--- config.mk ---
export PLATFORM = sky130hd
export DESIGN_NAME = clock_page_replacement_flat
export DESIGN_NICKNAME = d
export VERILOG_FILES = /design/src/hdl/cpr_pkg.sv /design/src/hdl/cpr_if.sv /design/src/hdl/clock_page_replacement.sv /design/src/hdl/cpr_cell.sv /design/src/flat_wrapper.sv
export SDC_FILE = /design/constraint.sdc
export NUM_CORES = 1
export LEC_CHECK = 0
export ABC_AREA = 1
export BUFFER_PORTS_ARGS = -buffer_cell sky130_fd_sc_hd__buf_2
export CORE_UTILIZATION = 40
export CTS_CLUSTER_DIAMETER = 200
export DETAILED_ROUTE_END_ITERATION = 10
export GPL_TIMING_DRIVEN = 0
export REMOVE_ABC_BUFFERS = 1
export SLEW_MARGIN = 20
export SYNTH_ARGS = -nofsm -noshare
export SYNTH_HDL_FRONTEND = slang
export SYNTH_SLANG_ARGS = --single-unit
--- constraint.sdc ---
create_clock -name clk_i -period 7.5 [get_ports clk_i]
set_clock_uncertainty 0.15 [all_clocks]
set_input_delay 0.375 -clock clk_i [delete_from_list [all_inputs] [get_ports clk_i]]
set_output_delay 0.375 -clock clk_i [all_outputs]
set_load 0.03 [all_outputs]
--- src/hdl/cpr_pkg.sv ---
// Shared constants and cell control/status types for the clock page replacement block.
`timescale 1ns / 1ps

package cpr_pkg;

  localparam int MAX_FRAMES = 16;
  localparam int PAGE_BITS  = 20;
  localparam int FRAME_W    = $clog2(MAX_FRAMES);
  localparam int CNT_W      = $clog2(MAX_FRAMES + 1);

  // Control broadcast from the sequencer to every frame cell.
  typedef struct packed {
    logic clear;    // empty the frame and bring the token home
    logic adv;      // the token steps to the next cell this cycle
    logic hit_set;  // set the reference bit of the first matching cell
  } cell_ctrl_t;

  // What each frame cell reports back to the top level.
  typedef struct packed {
    logic                 tok;
    logic                 ref_bit;
    logic                 valid;
    logic                 first_hit;
    logic [PAGE_BITS-1:0] page;
  } cell_stat_t;

endpackage

--- src/hdl/cpr_if.sv ---
// Handshake channels for page references and replacement results.
`timescale 1ns / 1ps

interface cpr_page_if;
  logic                          valid;
  logic                          ready;
  logic [cpr_pkg::PAGE_BITS-1:0] page_number;

  modport source (output valid, output page_number, input ready);
  modport sink   (input valid, input page_number, output ready);
endinterface

interface cpr_result_if;
  logic                          valid;
  logic                          ready;
  logic                          page_fault;
  logic [cpr_pkg::FRAME_W-1:0]   frame_index;
  logic                          evicted_valid;
  logic [cpr_pkg::PAGE_BITS-1:0] evicted_page;

  modport source (output valid, output page_fault, output frame_index,
                  output evicted_valid, output evicted_page, input ready);
  modport sink   (input valid, input page_fault, input frame_index,
                  input evicted_valid, input evicted_page, output ready);
endinterface

--- src/hdl/clock_page_replacement.sv ---
// Top level of the second-chance clock page replacement block.
//
//  Port         Dir  Flow control    Carries
//  page_i       in   valid/ready     page_number
//  result_o     out  valid/ready     page_fault, frame_index, evicted_valid, evicted_page
//  cfg_we_i     in   write enable    cfg_wdata_i = frames_in_use
//
// A hit is resolved in the lookup state. A miss goes on to a sweep in which the hand
// token passes k set reference bits (k from 0 to frames_in_use), moving one cell per cycle
// along the row of frame cells, and stops at the first cell whose bit is clear. After the
// result is loaded the sequencer returns to idle and takes the next item from there.
// One item is in work at a time; a new item is accepted while the result waits.
// A stalled result holds the sequencer before the hit update or the placement.
// Reset and a frame count write empty all frames and return the hand to frame zero.
`timescale 1ns / 1ps

module clock_page_replacement (
  input  logic                      clk_i,
  input  logic                      rst_ni,
  input  logic                      cfg_we_i,
  input  logic [cpr_pkg::CNT_W-1:0] cfg_wdata_i,
  cpr_page_if.sink                  page_i,
  cpr_result_if.source              result_o
);
  import cpr_pkg::*;

  typedef enum logic [1:0] {
    S_IDLE,
    S_LOOKUP,
    S_SWEEP
  } state_e;

  state_e               state_q;
  logic [CNT_W-1:0]     n_q;
  logic [CNT_W-1:0]     n_d;
  logic [PAGE_BITS-1:0] page_q;

  logic                 out_valid_q;
  logic                 out_fault_q;
  logic [FRAME_W-1:0]   out_frame_q;
  logic                 out_ev_valid_q;
  logic [PAGE_BITS-1:0] out_ev_page_q;

  cell_ctrl_t           ctrl;
  cell_stat_t           stat [MAX_FRAMES];
  logic [MAX_FRAMES:0]  found;
  logic [MAX_FRAMES-1:0] tok_in;
  logic [MAX_FRAMES-1:0] last;

  logic                 out_free;
  logic                 out_load;
  logic                 any_hit;
  logic                 stop;
  logic [FRAME_W-1:0]   hit_idx;
  logic [FRAME_W-1:0]   hand_idx;
  logic                 ev_valid;
  logic [PAGE_BITS-1:0] ev_page;
  logic                 tok_wrap;

  assign page_i.ready = (state_q == S_IDLE);
  assign out_free     = !out_valid_q || result_o.ready;
  assign any_hit      = found[MAX_FRAMES];
  assign found[0]     = 1'b0;
  assign out_load     = out_free && (((state_q == S_LOOKUP) && any_hit) ||
                                     ((state_q == S_SWEEP) && stop));

  genvar gi;
  generate
    for (gi = 0; gi < MAX_FRAMES; gi++) begin : g_cell
      assign last[gi] = (CNT_W'(gi) == (n_q - CNT_W'(1)));
      if (gi == 0) begin : g_first
        assign tok_in[gi] = tok_wrap;
      end else begin : g_rest
        assign tok_in[gi] = stat[gi-1].tok && !last[gi-1];
      end
      cpr_cell u_cell (
        .clk_i   (clk_i),
        .rst_ni  (rst_ni),
        .ctrl_i  (ctrl),
        .page_i  (page_q),
        .home_i  ((gi == 0) ? 1'b1 : 1'b0),
        .tok_i   (tok_in[gi]),
        .found_i (found[gi]),
        .found_o (found[gi+1]),
        .stat_o  (stat[gi])
      );
    end
  endgenerate

  // Gather the token cell's contents and the first hit across the row.
  always_comb begin
    tok_wrap = 1'b0;
    stop     = 1'b0;
    hit_idx  = '0;
    hand_idx = '0;
    ev_valid = 1'b0;
    ev_page  = '0;
    for (int i = 0; i < MAX_FRAMES; i++) begin
      tok_wrap = tok_wrap | (stat[i].tok & last[i]);
      stop     = stop | (stat[i].tok & !stat[i].ref_bit);
      if (stat[i].first_hit) begin
        hit_idx = hit_idx | FRAME_W'(i);
      end
      if (stat[i].tok) begin
        hand_idx = hand_idx | FRAME_W'(i);
        ev_valid = ev_valid | stat[i].valid;
      end
      if (stat[i].tok && stat[i].valid) begin
        ev_page = ev_page | stat[i].page;
      end
    end
  end

  always_comb begin
    ctrl.clear   = cfg_we_i;
    ctrl.hit_set = (state_q == S_LOOKUP) && any_hit && out_free;
    ctrl.adv     = (state_q == S_SWEEP) && (!stop || out_free);
  end

  // A count of zero is taken as one frame, and anything above the table size as the full table.
  always_comb begin
    n_d = cfg_wdata_i;
    if (cfg_wdata_i == '0) begin
      n_d = CNT_W'(1);
    end else if (cfg_wdata_i > CNT_W'(MAX_FRAMES)) begin
      n_d = CNT_W'(MAX_FRAMES);
    end
  end

  always_ff @(posedge clk_i or negedge rst_ni) begin
    if (!rst_ni) begin
      n_q <= CNT_W'(MAX_FRAMES);
    end else if (cfg_we_i) begin
      n_q <= n_d;
    end
  end

  always_ff @(posedge clk_i) begin
    if (page_i.valid && page_i.ready) begin
      page_q <= page_i.page_number;
    end
  end

  always_ff @(posedge clk_i or negedge rst_ni) begin
    if (!rst_ni) begin
      state_q        <= S_IDLE;
      out_valid_q    <= 1'b0;
      out_fault_q    <= 1'b0;
      out_frame_q    <= '0;
      out_ev_valid_q <= 1'b0;
      out_ev_page_q  <= '0;
    end else begin
      if (out_load) begin
        out_valid_q <= 1'b1;
      end else if (out_valid_q && result_o.ready) begin
        out_valid_q <= 1'b0;
      end
      case (state_q)
        S_IDLE: begin
          if (page_i.valid) begin
            state_q <= S_LOOKUP;
          end
        end
        S_LOOKUP: begin
          if (!any_hit) begin
            state_q <= S_SWEEP;
          end else if (out_free) begin
            out_fault_q    <= 1'b0;
            out_frame_q    <= hit_idx;
            out_ev_valid_q <= 1'b0;
            out_ev_page_q  <= '0;
            state_q        <= S_IDLE;
          end
        end
        S_SWEEP: begin
          if (stop && out_free) begin
            out_fault_q    <= 1'b1;
            out_frame_q    <= hand_idx;
            out_ev_valid_q <= ev_valid;
            out_ev_page_q  <= ev_page;
            state_q        <= S_IDLE;
          end
        end
        default: begin
          state_q <= S_IDLE;
        end
      endcase
    end
  end

  assign result_o.valid         = out_valid_q;
  assign result_o.page_fault    = out_fault_q;
  assign result_o.frame_index   = out_frame_q;
  assign result_o.evicted_valid = out_ev_valid_q;
  assign result_o.evicted_page  = out_ev_page_q;

`ifndef SYNTH
  logic [MAX_FRAMES-1:0] tok_vec;
  always_comb begin
    for (int i = 0; i < MAX_FRAMES; i++) begin
      tok_vec[i] = stat[i].tok;
    end
  end

  a_one_hand : assert property (@(posedge clk_i) disable iff (!rst_ni)
    $onehot(tok_vec))
    else $error("clock hand token is not one-hot");

  a_hand_in_range : assert property (@(posedge clk_i) disable iff (!rst_ni)
    (state_q == S_SWEEP) |-> ({1'b0, hand_idx} < n_q))
    else $error("clock hand beyond frames in use");

  a_hit_in_range : assert property (@(posedge clk_i) disable iff (!rst_ni)
    ((state_q == S_LOOKUP) && any_hit) |-> ({1'b0, hit_idx} < n_q))
    else $error("hit found in a frame beyond frames in use");

  a_hit_no_evict : assert property (@(posedge clk_i) disable iff (!rst_ni)
    (out_valid_q && !out_fault_q) |-> !out_ev_valid_q)
    else $error("hit result reports an eviction");
`endif

endmodule

--- src/hdl/cpr_cell.sv ---
// One frame of the clock: stored page, valid and reference bits, and the hand token.
`timescale 1ns / 1ps

module cpr_cell (
  input  logic                          clk_i,
  input  logic                          rst_ni,
  input  cpr_pkg::cell_ctrl_t           ctrl_i,
  input  logic [cpr_pkg::PAGE_BITS-1:0] page_i,
  input  logic                          home_i,
  input  logic                          tok_i,
  input  logic                          found_i,
  output logic                          found_o,
  output cpr_pkg::cell_stat_t           stat_o
);
  import cpr_pkg::*;

  logic                 valid_q;
  logic                 ref_q;
  logic                 tok_q;
  logic [PAGE_BITS-1:0] page_q;
  logic                 tok;
  logic                 match;
  logic                 place;

  // The token is stored relative to the home cell, so reset puts it at frame zero.
  assign tok     = tok_q ^ home_i;
  assign match   = valid_q && (page_q == page_i);
  assign found_o = found_i | match;
  assign place   = ctrl_i.adv && tok && !ref_q;

  always_ff @(posedge clk_i or negedge rst_ni) begin
    if (!rst_ni) begin
      valid_q <= 1'b0;
      ref_q   <= 1'b0;
      tok_q   <= 1'b0;
    end else if (ctrl_i.clear) begin
      valid_q <= 1'b0;
      ref_q   <= 1'b0;
      tok_q   <= 1'b0;
    end else begin
      if (ctrl_i.adv) begin
        tok_q <= tok_i ^ home_i;
      end
      if (ctrl_i.adv && tok) begin
        if (ref_q) begin
          ref_q <= 1'b0;
        end else begin
          valid_q <= 1'b1;
          ref_q   <= 1'b1;
        end
      end else if (ctrl_i.hit_set && match && !found_i) begin
        ref_q <= 1'b1;
      end
    end
  end

  always_ff @(posedge clk_i) begin
    if (!ctrl_i.clear && place) begin
      page_q <= page_i;
    end
  end

  assign stat_o.tok       = tok;
  assign stat_o.ref_bit   = ref_q;
  assign stat_o.valid     = valid_q;
  assign stat_o.first_hit = match && !found_i;
  assign stat_o.page      = page_q;

endmodule
--- src/flat_wrapper.sv ---
// flat-port wrapper written by rule: the top's interface ports become plain ports
module clock_page_replacement_flat import cpr_pkg::*;
  (clk_i, rst_ni, cfg_we_i, cfg_wdata_i, page_i_valid, page_i_page_number, page_i_ready, result_o_valid, result_o_page_fault, result_o_frame_index, result_o_evicted_valid, result_o_evicted_page, result_o_ready);
  cpr_page_if page_i_i ();
  cpr_result_if result_o_i ();
  input  logic clk_i;
  input  logic rst_ni;
  input  logic cfg_we_i;
  input  logic [cpr_pkg::CNT_W-1:0] cfg_wdata_i;
  input wire logic [$bits(page_i_i.valid)-1:0] page_i_valid;
  input wire logic [$bits(page_i_i.page_number)-1:0] page_i_page_number;
  output wire logic [$bits(page_i_i.ready)-1:0] page_i_ready;
  output wire logic [$bits(result_o_i.valid)-1:0] result_o_valid;
  output wire logic [$bits(result_o_i.page_fault)-1:0] result_o_page_fault;
  output wire logic [$bits(result_o_i.frame_index)-1:0] result_o_frame_index;
  output wire logic [$bits(result_o_i.evicted_valid)-1:0] result_o_evicted_valid;
  output wire logic [$bits(result_o_i.evicted_page)-1:0] result_o_evicted_page;
  input wire logic [$bits(result_o_i.ready)-1:0] result_o_ready;
  assign page_i_i.valid = page_i_valid;
  assign page_i_i.page_number = page_i_page_number;
  assign page_i_ready = page_i_i.ready;
  assign result_o_valid = result_o_i.valid;
  assign result_o_page_fault = result_o_i.page_fault;
  assign result_o_frame_index = result_o_i.frame_index;
  assign result_o_evicted_valid = result_o_i.evicted_valid;
  assign result_o_evicted_page = result_o_i.evicted_page;
  assign result_o_i.ready = result_o_ready;
  clock_page_replacement u_core (.clk_i(clk_i), .rst_ni(rst_ni), .cfg_we_i(cfg_we_i), .cfg_wdata_i(cfg_wdata_i), .page_i(page_i_i), .result_o(result_o_i));
endmodule
* Word level (Yosys, flattened, before mapping)
Cells that the tools add are included.
** Word-level totals
- Register bits :: 422
- Input bits :: 30
** Operators by class
- Add/sub/neg operators :: 1
- Order comparisons :: 1
- Equality and inequality tests :: 54
- Mux-type cells :: 229
- Bitwise logic cells :: 109
- Reduce and logical (&&, ||, !) cells :: 257
** Operators by type and width (count)
- $mux W20 :: 19
- $eq A20 B20 Y1 :: 16
- $or A20 B20 Y20 :: 15
- $mux W1 :: 168
- $logic_and A1 B1 Y1 :: 149
- $mux W4 :: 19
- $or A1 B1 Y1 :: 60
- $logic_not A1 Y1 :: 49
- $reduce_bool A3 Y1 :: 16
- $eq A4 B5 Y1 const A :: 8
- $pmux W20 S2 :: 1
- $reduce_bool A2 Y1 :: 19
- $ne A2 B2 Y1 const B :: 18
- $and A1 B1 Y1 :: 32
- $reduce_and A2 Y1 :: 16
- $mux W3 :: 8
- $eq A3 B5 Y1 const A :: 4
- $mux W2 :: 8
- $eq A2 B5 Y1 const A :: 2
- $logic_not A5 Y1 :: 2
- $mux W5 :: 2
- $pmux W4 S2 :: 1
- $pmux W2 S3 :: 1
- $eq A1 B5 Y1 const A :: 1
- 12 further kinds :: 17

* Longest topological paths before layout
Gate-level depths: netlist (run 1).
- Word-level depth :: 35
- Gate-level depth with buffers :: 22
- Depth with buffers taken out :: 20

* Modules after synthesis
A second synthesis (run 1) with hierarchy kept.
** Unflattened totals
- Cells, all modules :: 3459
- Area total of the unflattened synthesis :: 25899.8 sq um
** By module, submodules not included
- cpr_cell :: times used 16, cells each 161, area an instance 1298.7 sq um, sequential area each 675.6 sq um
- clock_page_replacement :: times used 1, cells each 883, area an instance 5119.9 sq um, sequential area each 1452.6 sq um

* Least setup slack after synthesis (run 1)
No wires, ideal clock.
- Path type :: flip-flop to flip-flop
- Start :: register u_core.g_cell[12].u_cell.tok_q
- End :: register u_core.g_cell[1].u_cell.page_q[0], enable pin
- Library setup time :: 0.398 ns
- Arrival :: 2.684 ns
- Required time :: 6.952 ns
- Path slack :: 4.267 ns
- Stages on the path, launching flop included :: 11
- Buffers on the path :: 1
- Clock period less this slack :: 3.233 ns
- Cells stage by stage :: dfrtp_1 inv_1 nor2_1 nor4_1 nand4_1 nand2_1 nand2_1 nor2_4 clkinv_1 clkbuf_1 nor2_1
** Between the ends
- Cells in the longest elaborated chain, start to end :: 11
** RTL lines
- from (decl) :: RTL line cpr_cell.sv:19 : logic tok_q;
- from (signal assigned) :: RTL line cpr_cell.sv:42 : tok_q <= tok_i ^ home_i;
- $and A1 B1 Y1 :: RTL line clock_page_replacement.sv:100 : stop = stop | (stat[i].tok & !stat[i].ref_bit);
- $or A1 B1 Y1 (4 in a row) :: RTL line clock_page_replacement.sv:100
- $logic_not A1 Y1 :: RTL line clock_page_replacement.sv:117 : ctrl.adv = (state_q == S_SWEEP) && (!stop || out_free);
- $logic_or A1 B1 Y1 :: RTL line clock_page_replacement.sv:117
- $logic_and A1 B1 Y1 :: RTL line clock_page_replacement.sv:117
- $logic_and A1 B1 Y1 (2 in a row) :: RTL line cpr_cell.sv:29 : assign place = ctrl_i.adv && tok && !ref_q;
- $logic_and A1 B1 Y1 :: RTL line cpr_cell.sv:58 : if (!ctrl_i.clear && place) begin
- to (signal assigned) :: RTL line cpr_cell.sv:59 : page_q <= page_i;
- to (decl) :: RTL line cpr_cell.sv:20 : logic [PAGE_BITS-1:0] page_q;
Every way passes these cells.
A chain may end at the register's enable or synchronous reset.

* Worst setup path after layout (run 1)
- Start :: register u_core.g_cell[4].u_cell.tok_q
- End :: register u_core.g_cell[8].u_cell.valid_q
** Between the ends
- Cells in the longest elaborated chain, start to end :: 19
** RTL lines
- from (decl) :: RTL line cpr_cell.sv:19
- from (signal assigned) :: RTL line cpr_cell.sv:42
- $and A1 B1 Y1 :: RTL line clock_page_replacement.sv:100
- $or A1 B1 Y1 (12 in a row) :: RTL line clock_page_replacement.sv:100
- $logic_not A1 Y1 :: RTL line clock_page_replacement.sv:117
- $logic_or A1 B1 Y1 :: RTL line clock_page_replacement.sv:117
- $logic_and A1 B1 Y1 :: RTL line clock_page_replacement.sv:117
- $logic_and A1 B1 Y1 :: RTL line cpr_cell.sv:44 : if (ctrl_i.adv && tok) begin
- $reduce_bool A2 Y1 (no line)
- $reduce_and A2 Y1 (no line)
- to (signal assigned) :: RTL line cpr_cell.sv:33 : valid_q <= 1'b0;
- to (signal assigned) :: RTL line cpr_cell.sv:37 : valid_q <= 1'b0;
- to (signal assigned) :: RTL line cpr_cell.sv:48 : valid_q <= 1'b1;
- to (decl) :: RTL line cpr_cell.sv:17 : logic valid_q;
Every way passes these cells.

==> results of run 1 <==
-- worst paths after layout --
path,startpoint,endpoint,slack [ps]
setup / recovery,u_core.g_cell[4].u_cell.tok_q,u_core.g_cell[8].u_cell.valid_q,2400
hold / removal,rst_ni,u_core.n_q[3],30
setup reg to reg,u_core.g_cell[4].u_cell.tok_q,u_core.g_cell[8].u_cell.valid_q,2400
hold reg to reg,u_core.result_o.evicted_page[16],u_core.result_o.evicted_page[16],320
max in group asynchronous,rst_ni,u_core.result_o.evicted_page[19],6490
min in group clk_i,result_o_ready,u_core.result_o.valid,30
-- through the flow --
| stage | total power, mW | setup slack, ps |
|---|---|---|
| 2_1_floorplan | 3.76 | 4190 |
| 3_3_place_gp | 4.52 | 1190 |
| 3_5_place_dp | 4.68 | 2490 |
| 4_1_cts | 7.29 | 2460 |
| 5_1_grt | 7.52 | 2270 |
| 6_report | 7.35 | 2400 |
-- routing by layer --
| metal | track usage | wire length [um] | up-vias |
|---|---|---|---|
| met3 | 0.0782 | 13300 | 274 |
| met4 | 0.215 | 7510 | 4 |
| li1 | - | - | 9732 |
| met5 | 0 | 27 | - |
| met1 | 0.564 | 49900 | 11200 |
| met2 | 0.584 | 50800 | 1535 |
-- cells by family after synthesis --
family,count (synthesis)
simple gates,1485
buf+inv,482
flops,422
compound gates,327
xor+xnor,95
-- registers in the layout, summed over array words and instances, names as in the netlist --
register	flops
u_core.result_o.evicted_valid	1
u_core.n_q	5
u_core.g_cell.u_cell.ref_q	16
u_core.page_q	20
u_core.result_o.evicted_page	20
u_core.g_cell.u_cell.page_q	320
u_core.result_o.page_fault	1
u_core.state_q	2
u_core.result_o.frame_index	4
u_core.g_cell.u_cell.valid_q	16
u_core.g_cell.u_cell.tok_q	16
u_core.result_o.valid	1
-- repair_timing --
item | 4_1_cts | 5_1_grt
gates resized for setup | 0 | 0
endpoints found under the hold margin | 108 | 0
hold buffers | 27 | 0
-- report_power, final --
part	switching, mW	total, mW	internal [mW]
clock network	1.07	2.64	1.57
registers	0.152	2.88	2.73
logic	1.33	1.82	0.489
total	2.55	7.35	4.79
-- placed cells by master, fill, tap and decap left out, types with 7 or more instances in the layout --
master         Yosys  final
or2_2             11     11
clkbuf_8           0      8
a221oi_1          28     28
nand3b_1          17     17
nand3_1           83     83
a21oi_1           17     17
nand4_1           77     77
dlygate4sd3_1      0     27
a2111oi_0          7      7
inv_2             18     19
nand2_1          773    773
o21ai_0          109    109
clkinv_2           1      7
o2111ai_1         42     42
a211oi_1          15     15
nor3_1            54     54
nor3b_1           10     10
clkbuf_1          29     15
o22ai_1           57     57
buf_16             0      9
clkbuf_16          0     53
clkinv_1           6     12
inv_1            359    358
dfrtp_1           81     81
xnor2_1           37     37
o32ai_1           10     10
nor2_4             2     12
edfxtp_1         340    340
nor2_1           359    344
o41ai_1           15     15
buf_8              0     41
nor4_1            67     67
xor2_1            58     58
buf_2             33     56
-- cell usage after synthesis, types with 17 or more instances --
master	instances
a21oi_1	17
o2111ai_1	42
dfrtp_1	81
o21ai_0	109
nor2_1	359
buf_4	24
inv_1	359
inv_2	18
nand3b_1	17
nand3_1	83
nand2_1	773
nand4_1	77
xor2_1	58
clkbuf_1	29
edfxtp_1	340
o22ai_1	57
a221oi_1	28
nor4_1	67
xnor2_1	37
nor3_1	54
buf_2	33
-- worst max-delay path, cell delays in order (launching register included) --
cell and delay (ps):
dfrtp_1 520, inv_1 220, nor2_1 80, nor4_1 270
nand4_1 390, nand2_1 150, nand2_1 420, nor2_4 440
clkinv_1 930, nor2_4 1010, inv_1 260, o21ai_0 140
-- area by class of cell --
| class | instances | area [um2] |
|---|---|---|
| clock inverter | 19 | 240 |
| clock buffer | 76 | 1490 |
| tap | 765 | 957 |
| sequential | 422 | 12300 |
| timing repair buffer | 137 | 1470 |
| multi-input combinational | 1907 | 9550 |
| inverter | 385 | 1450 |
| antenna | 1 | 2.50 |
| fill | 5681 | 30700 |
==> impl_metrics.csv, run 1 <==
group,metric,value,unit
outcome,run_status,"completed",
logic_synthesis,synth_top_family_by_area,"simple AND/OR/NAND/NOR gates",
route,first_iter_violations,3208,
floorplanning,fp.coreArea,58100,um2
pwr,p_leak,11.6,nW
setup_path,critPathLaunchType,"flip-flop",
logic_synthesis,syn_area_per_cell,8.44,um2
route,drt-pass1-iter-count,6,
timing,worst_pin_slew,1260,ps
logic_synthesis,synth_area_leaders,"edfxtp_1 43%, nand2_1 12%, dfrtp_1 8.5%",
logic_synthesis,yosysTopAreaCellShare,0.430,
layout,final_util,0.472,
logic_synthesis,yosysUniqueCellTypes,61,
setup_path,worstPathArrival,5480,ps
route,vias,22700,
layout,stdcell_count,3712,
floorplanning,dieArea,60300,um2
logic_synthesis,synth_flop_cell,"edfxtp_1",
logic_synthesis,synth-compound-area-share,0.0940,
timing,final_hold_viol_count,0,
timing,slew_violations,0,
logic_synthesis,synth_mux_area_frac,0,
cts,cts_tree,"yes",
logic_synthesis,netlist_instances,2811,
route,routed_wl,122,mm
floorplanning,die_h,246,um
timing,setup-tns-final,0,ps
setup_path,worstPathMaxFanout,21,
route,viasPerCell,6.11,
placement,port_buffers,57,
setup_path,critPathKind,"reg2reg",
layout,nets,2934,
global_routing,grt_pass1_wl,167,mm
setup_path,endpoint_kind,"flip-flop",
cts,cts_sinks,422,
pwr,p_per_area,268,nW/um2
layout,stdcell_area,27400,um2
floorplanning,ios,58,
cts,root_buffer,"clkbuf_16",
cts,clkLatencyLatePin,620,ps
logic_synthesis,synthSimpleGateAreaFrac,0.270,
global_routing,grt_antenna_before_repair,8,
cts,htree_levels,2,
global_routing,grt_usage,0.402,
route,antenna_left,0,
placement,gp_congestion,1.06,
global_routing,grt_pass1_vias,20900,
cts,cts-buffers-inserted,51,
logic_synthesis,synth_area,23700,um2
logic_synthesis,ys_seq_area_frac,0.517,
setup_path,worst-r2r-cell-count,11,
logic_synthesis,synth_xor_area_frac,0.0351,
timing,fmax,196,MHz
timing,rsz0062_at_grt,"no",
logic_synthesis,synthArstFlopShare,0.194,
timing,post-route-period-util,0.680,
timing,finalSetupViolations,0,
global_routing,gr-total-overflow,0,
layout,area_growth,15.6,%
timing,fin_crit,5100,ps
worst_hold_path,hold_class,"in2async",
timing,slew_headroom,0.146,
timing,hold_ws,30.6,ps
logic_synthesis,yosysWarningCount,0,
logic_synthesis,synth_edf_count,340,
layout,drive_gt1_frac,0.0832,
global_routing,grt_max_degree,60,
setup_path,crit_required,7880,ps
job,maxCapViolCount,0,
cts,cts.clk_slew.worst_paths,60,ps
floorplanning,num_rows,88,
floorplanning,initial_utilization,0.408,
cts,clockBufferDepth,3,
placement,dp_hpwl,92.0,mm
cts,cts_setup_buffers,0,
logic_synthesis,synth_seq_cells,422,
logic_synthesis,yosysTopAreaCell,"edfxtp_1",
route,drc,0,
route,wl_per_cell,32.7,um
floorplanning,die_w,246,um
logic_synthesis,synth_fa_ha_area_frac,0,
pwr,ir_worst_vdd,0.000248,V
placement,place_area,25400,um2
placement,placedCellCount,3589,
Power figures use the tool's default switching activity.
==> inputs of run 2 (changes only) <==
clock period = 4.7 ns   (was 7.5 ns; I/O delays follow)
==> run 2 against run 1 <==
Clock power increased by 60%. Cell area rose by 0.57%. Combinational power increased by 64%. Setup slack worse by 2300 ps. Fmax grew 10%. Wire length rose by 0.34%. Final cell count increased by 0.38%. Sequential share of layout area fell by 0.25 points. Critical path depth is 8 higher. Critical endpoint is now u_core.result_o.frame_index[0].
==> impl_metrics.csv, run 2 (synthesized netlist as in run 1, its figures left out) <==
group,metric,value,unit
layout,nets,2949,
setup_path,critPathKind,"reg2reg",
cts,cts-buffers-inserted,51,
layout,area_growth,16.2,%
route,vias,22800,
placement,gp_congestion,1.06,
setup_path,critPathLaunchType,"flip-flop",
timing,setup-tns-final,0,ps
setup_path,critPathBufInv,3,
setup_path,worstPathArrival,5030,ps
layout,largest_reg_flops,320,
cts,root_buffer,"clkbuf_16",
pwr,clockPowerShare,0.358,
pwr,swShare,0.348,
timing,slew_headroom,0.138,
cts,htree_levels,2,
setup_path,rr_startpoint,"u_core.page_q[5]",
cts,cts_sinks,422,
floorplanning,num_rows,88,
layout,drive_gt1_frac,0.0871,
floorplanning,initial_utilization,0.408,
setup_path,endpoint_kind,"flip-flop",
layout,fill_cells,5661,
pwr,p_leak,11.7,nW
route,drc,0,
route,first_iter_violations,3400,
timing,final_hold_viol_count,0,
pwr,p_per_area,427,nW/um2
cts,cts_tree,"yes",
setup_path,crit_required,5120,ps
setup_path,cp_slowest_cell,"edfxtp_1",
setup_path,crit_chain,"buf_6 > buf_8 > inv_4 > nand2_1 > nand2_1 > nor2_1 > nand2_1 > nor2_1 > nand3_1 > nand4_1 > nor2_1 > nand4_1 > nor2_1 > nand4_1 > nor2_1 > nand4_1 > nand3b_1 > nand3_1 > nand2_1",
pwr,power.net_switching,4.10,mW
job,maxCapViolCount,0,
floorplanning,dieArea,60300,um2
global_routing,grt_usage,0.404,
worst_hold_path,hold_path_end,"u_core.n_q[4]",
layout,final_util,0.474,
worst_hold_path,hp-start,"cfg_we_i",
cts,cts.clk_slew.worst_paths,60,ps
floorplanning,ios,58,
timing,post-route-period-util,0.983,
placement,port_buffers,57,
worst_hold_path,min_path_cells,3,
timing,worst_pin_slew,1280,ps
pwr,p_comb_frac,0.254,
timing,fmax,217,MHz
setup_path,path_delay_family,"simple AND/OR/NAND/NOR gates",
route,viasPerCell,6.13,
setup_path,worstPathMaxFanout,24,
setup_path,worst-r2r-cell-count,19,
outcome,run_status,"completed",
worst_hold_path,hold_class,"in2reg",
cts,clkLatencyLatePin,630,ps
floorplanning,die_h,246,um
global_routing,grt_max_degree,60,
floorplanning,die_w,246,um
global_routing,grt_pass1_vias,21000,
global_routing,grt_pass1_wl,167,mm
timing,slew_violations,0,
layout,top_register,"u_core.g_cell.u_cell.page_q",
timing,rsz0062_at_grt,"no",
setup_path,worst_path_most_repeated_cell,"nor2_1",
global_routing,gr-total-overflow,0,
route,antenna_left,0,
cts,clockBufferDepth,3,
layout,final_cell_mix,"773 x nand2_1, 358 x inv_1, 344 x nor2_1",
route,routed_wl,122,mm
timing,fin_crit,4620,ps
layout,seqCellArea,12300,um2
layout,mostFrequentLayoutCell,"nand2_1",
route,wl_per_cell,32.7,um
layout,multiInputGateArea,9560,um2
route,drt-pass1-iter-count,6,
pwr,seqPwrFrac,0.388,
setup_path,max_stage_delay,610,ps
setup_path,worst_r2r_endpoint,"u_core.result_o.frame_index[0]",
setup_path,r2r_setup_slack,80,ps
floorplanning,fp.coreArea,58100,um2
pwr,internal-power,7.67,mW
timing,finalSetupViolations,0,
placement,dp_hpwl,92.0,mm
global_routing,grt_antenna_before_repair,9,
layout,n_antenna_cell,0,
pwr,ir_worst_vdd,0.000395,V
## run 2: worst register-to-register path: stages (launching register included)
cell	delay, ps
edfxtp_1	610
buf_6	260
buf_8	170
inv_4	470
nand2_1	190
nand2_1	110
nor2_1	40
nand2_1	50
nor2_1	40
nand3_1	140
nand4_1	340
nor2_1	300
nand4_1	240
nor2_1	240
nand4_1	390
nor2_1	200
nand4_1	230
nand3b_1	190
nand3_1	130
nand2_1	80
## run 2: power by group through the flow
| stage | clock [mW] | sequential, mW | combinational (mW) |
|---|---|---|---|
| 2_1_floorplan | 0 | 4.91 | 1.09 |
| 3_3_place_gp | 0 | 5.06 | 2.16 |
| 3_5_place_dp | 0 | 4.67 | 2.79 |
| 4_1_cts | 4.22 | 4.60 | 2.84 |
| 5_1_grt | 4.34 | 4.58 | 3.12 |
| 6_report | 4.22 | 4.56 | 2.99 |
## run 2: metal layers
layer  vias up  share of wire  track usage
met3       266           0.11       0.0745
li1       9768              -            -
met2      1605           0.42        0.586
met4         4          0.060        0.216
met1     11200           0.41        0.568
met5         -        0.00022            0
## run 2: metrics by stage
step / setup slack, ps / std cells / power, mW / cell area [um2] / hold slack [ps]
after detailed placement: -314 / 3589 / 7.46 / 25400 / -35.8
after global placement: -1610 / 3536 / 7.21 / 24400 / 261
after floorplan: 1390 / 2714 / 6.00 / 23200 / -211
after global routing: 23.8 / 3726 / 12.0 / 27600 / 75.0
final: 81.8 / 3726 / 11.8 / 27600 / 79.5
after CTS: 8.45 / 3716 / 11.7 / 27500 / 40.5
## run 2: worst max-delay path by stage
stage                              startpoint                                 to  slack, ps  cells after the start
2_1_floorplan  u_core.g_cell[12].u_cell.tok_q  u_core.g_cell[0].u_cell.page_q[0]       1390                      9
3_3_place_gp                u_core.page_q[14]   u_core.result_o.evicted_page[16]      -1610                     16
3_5_place_dp    u_core.g_cell[8].u_cell.tok_q    u_core.g_cell[0].u_cell.valid_q       -310                     13
4_1_cts                      u_core.page_q[5]     u_core.result_o.frame_index[0]          8                     19
5_1_grt         u_core.g_cell[4].u_cell.tok_q    u_core.g_cell[8].u_cell.valid_q         20                     11
6_report                     u_core.page_q[5]     u_core.result_o.frame_index[0]         80                     19
## run 2: repair_timing
action / in CTS / in global routing
hold buffers: 31 / 0
setup buffers: 0 / 10
cloned: 1 / 0
pin swaps: 2 / 0
endpoints found under the setup margin: 211 / 26
gates resized for setup: 2 / 19
endpoints found under the hold margin: 113 / 0
## run 2: area by class of cell
cell class | count | area share
clock buffer | 76 | 0.0541
clock inverter | 19 | 0.00871
inverter | 385 | 0.0536
multi-input combinational | 1908 | 0.346
sequential | 422 | 0.445
tap | 765 | 0.0347
timing repair buffer | 151 | 0.0577
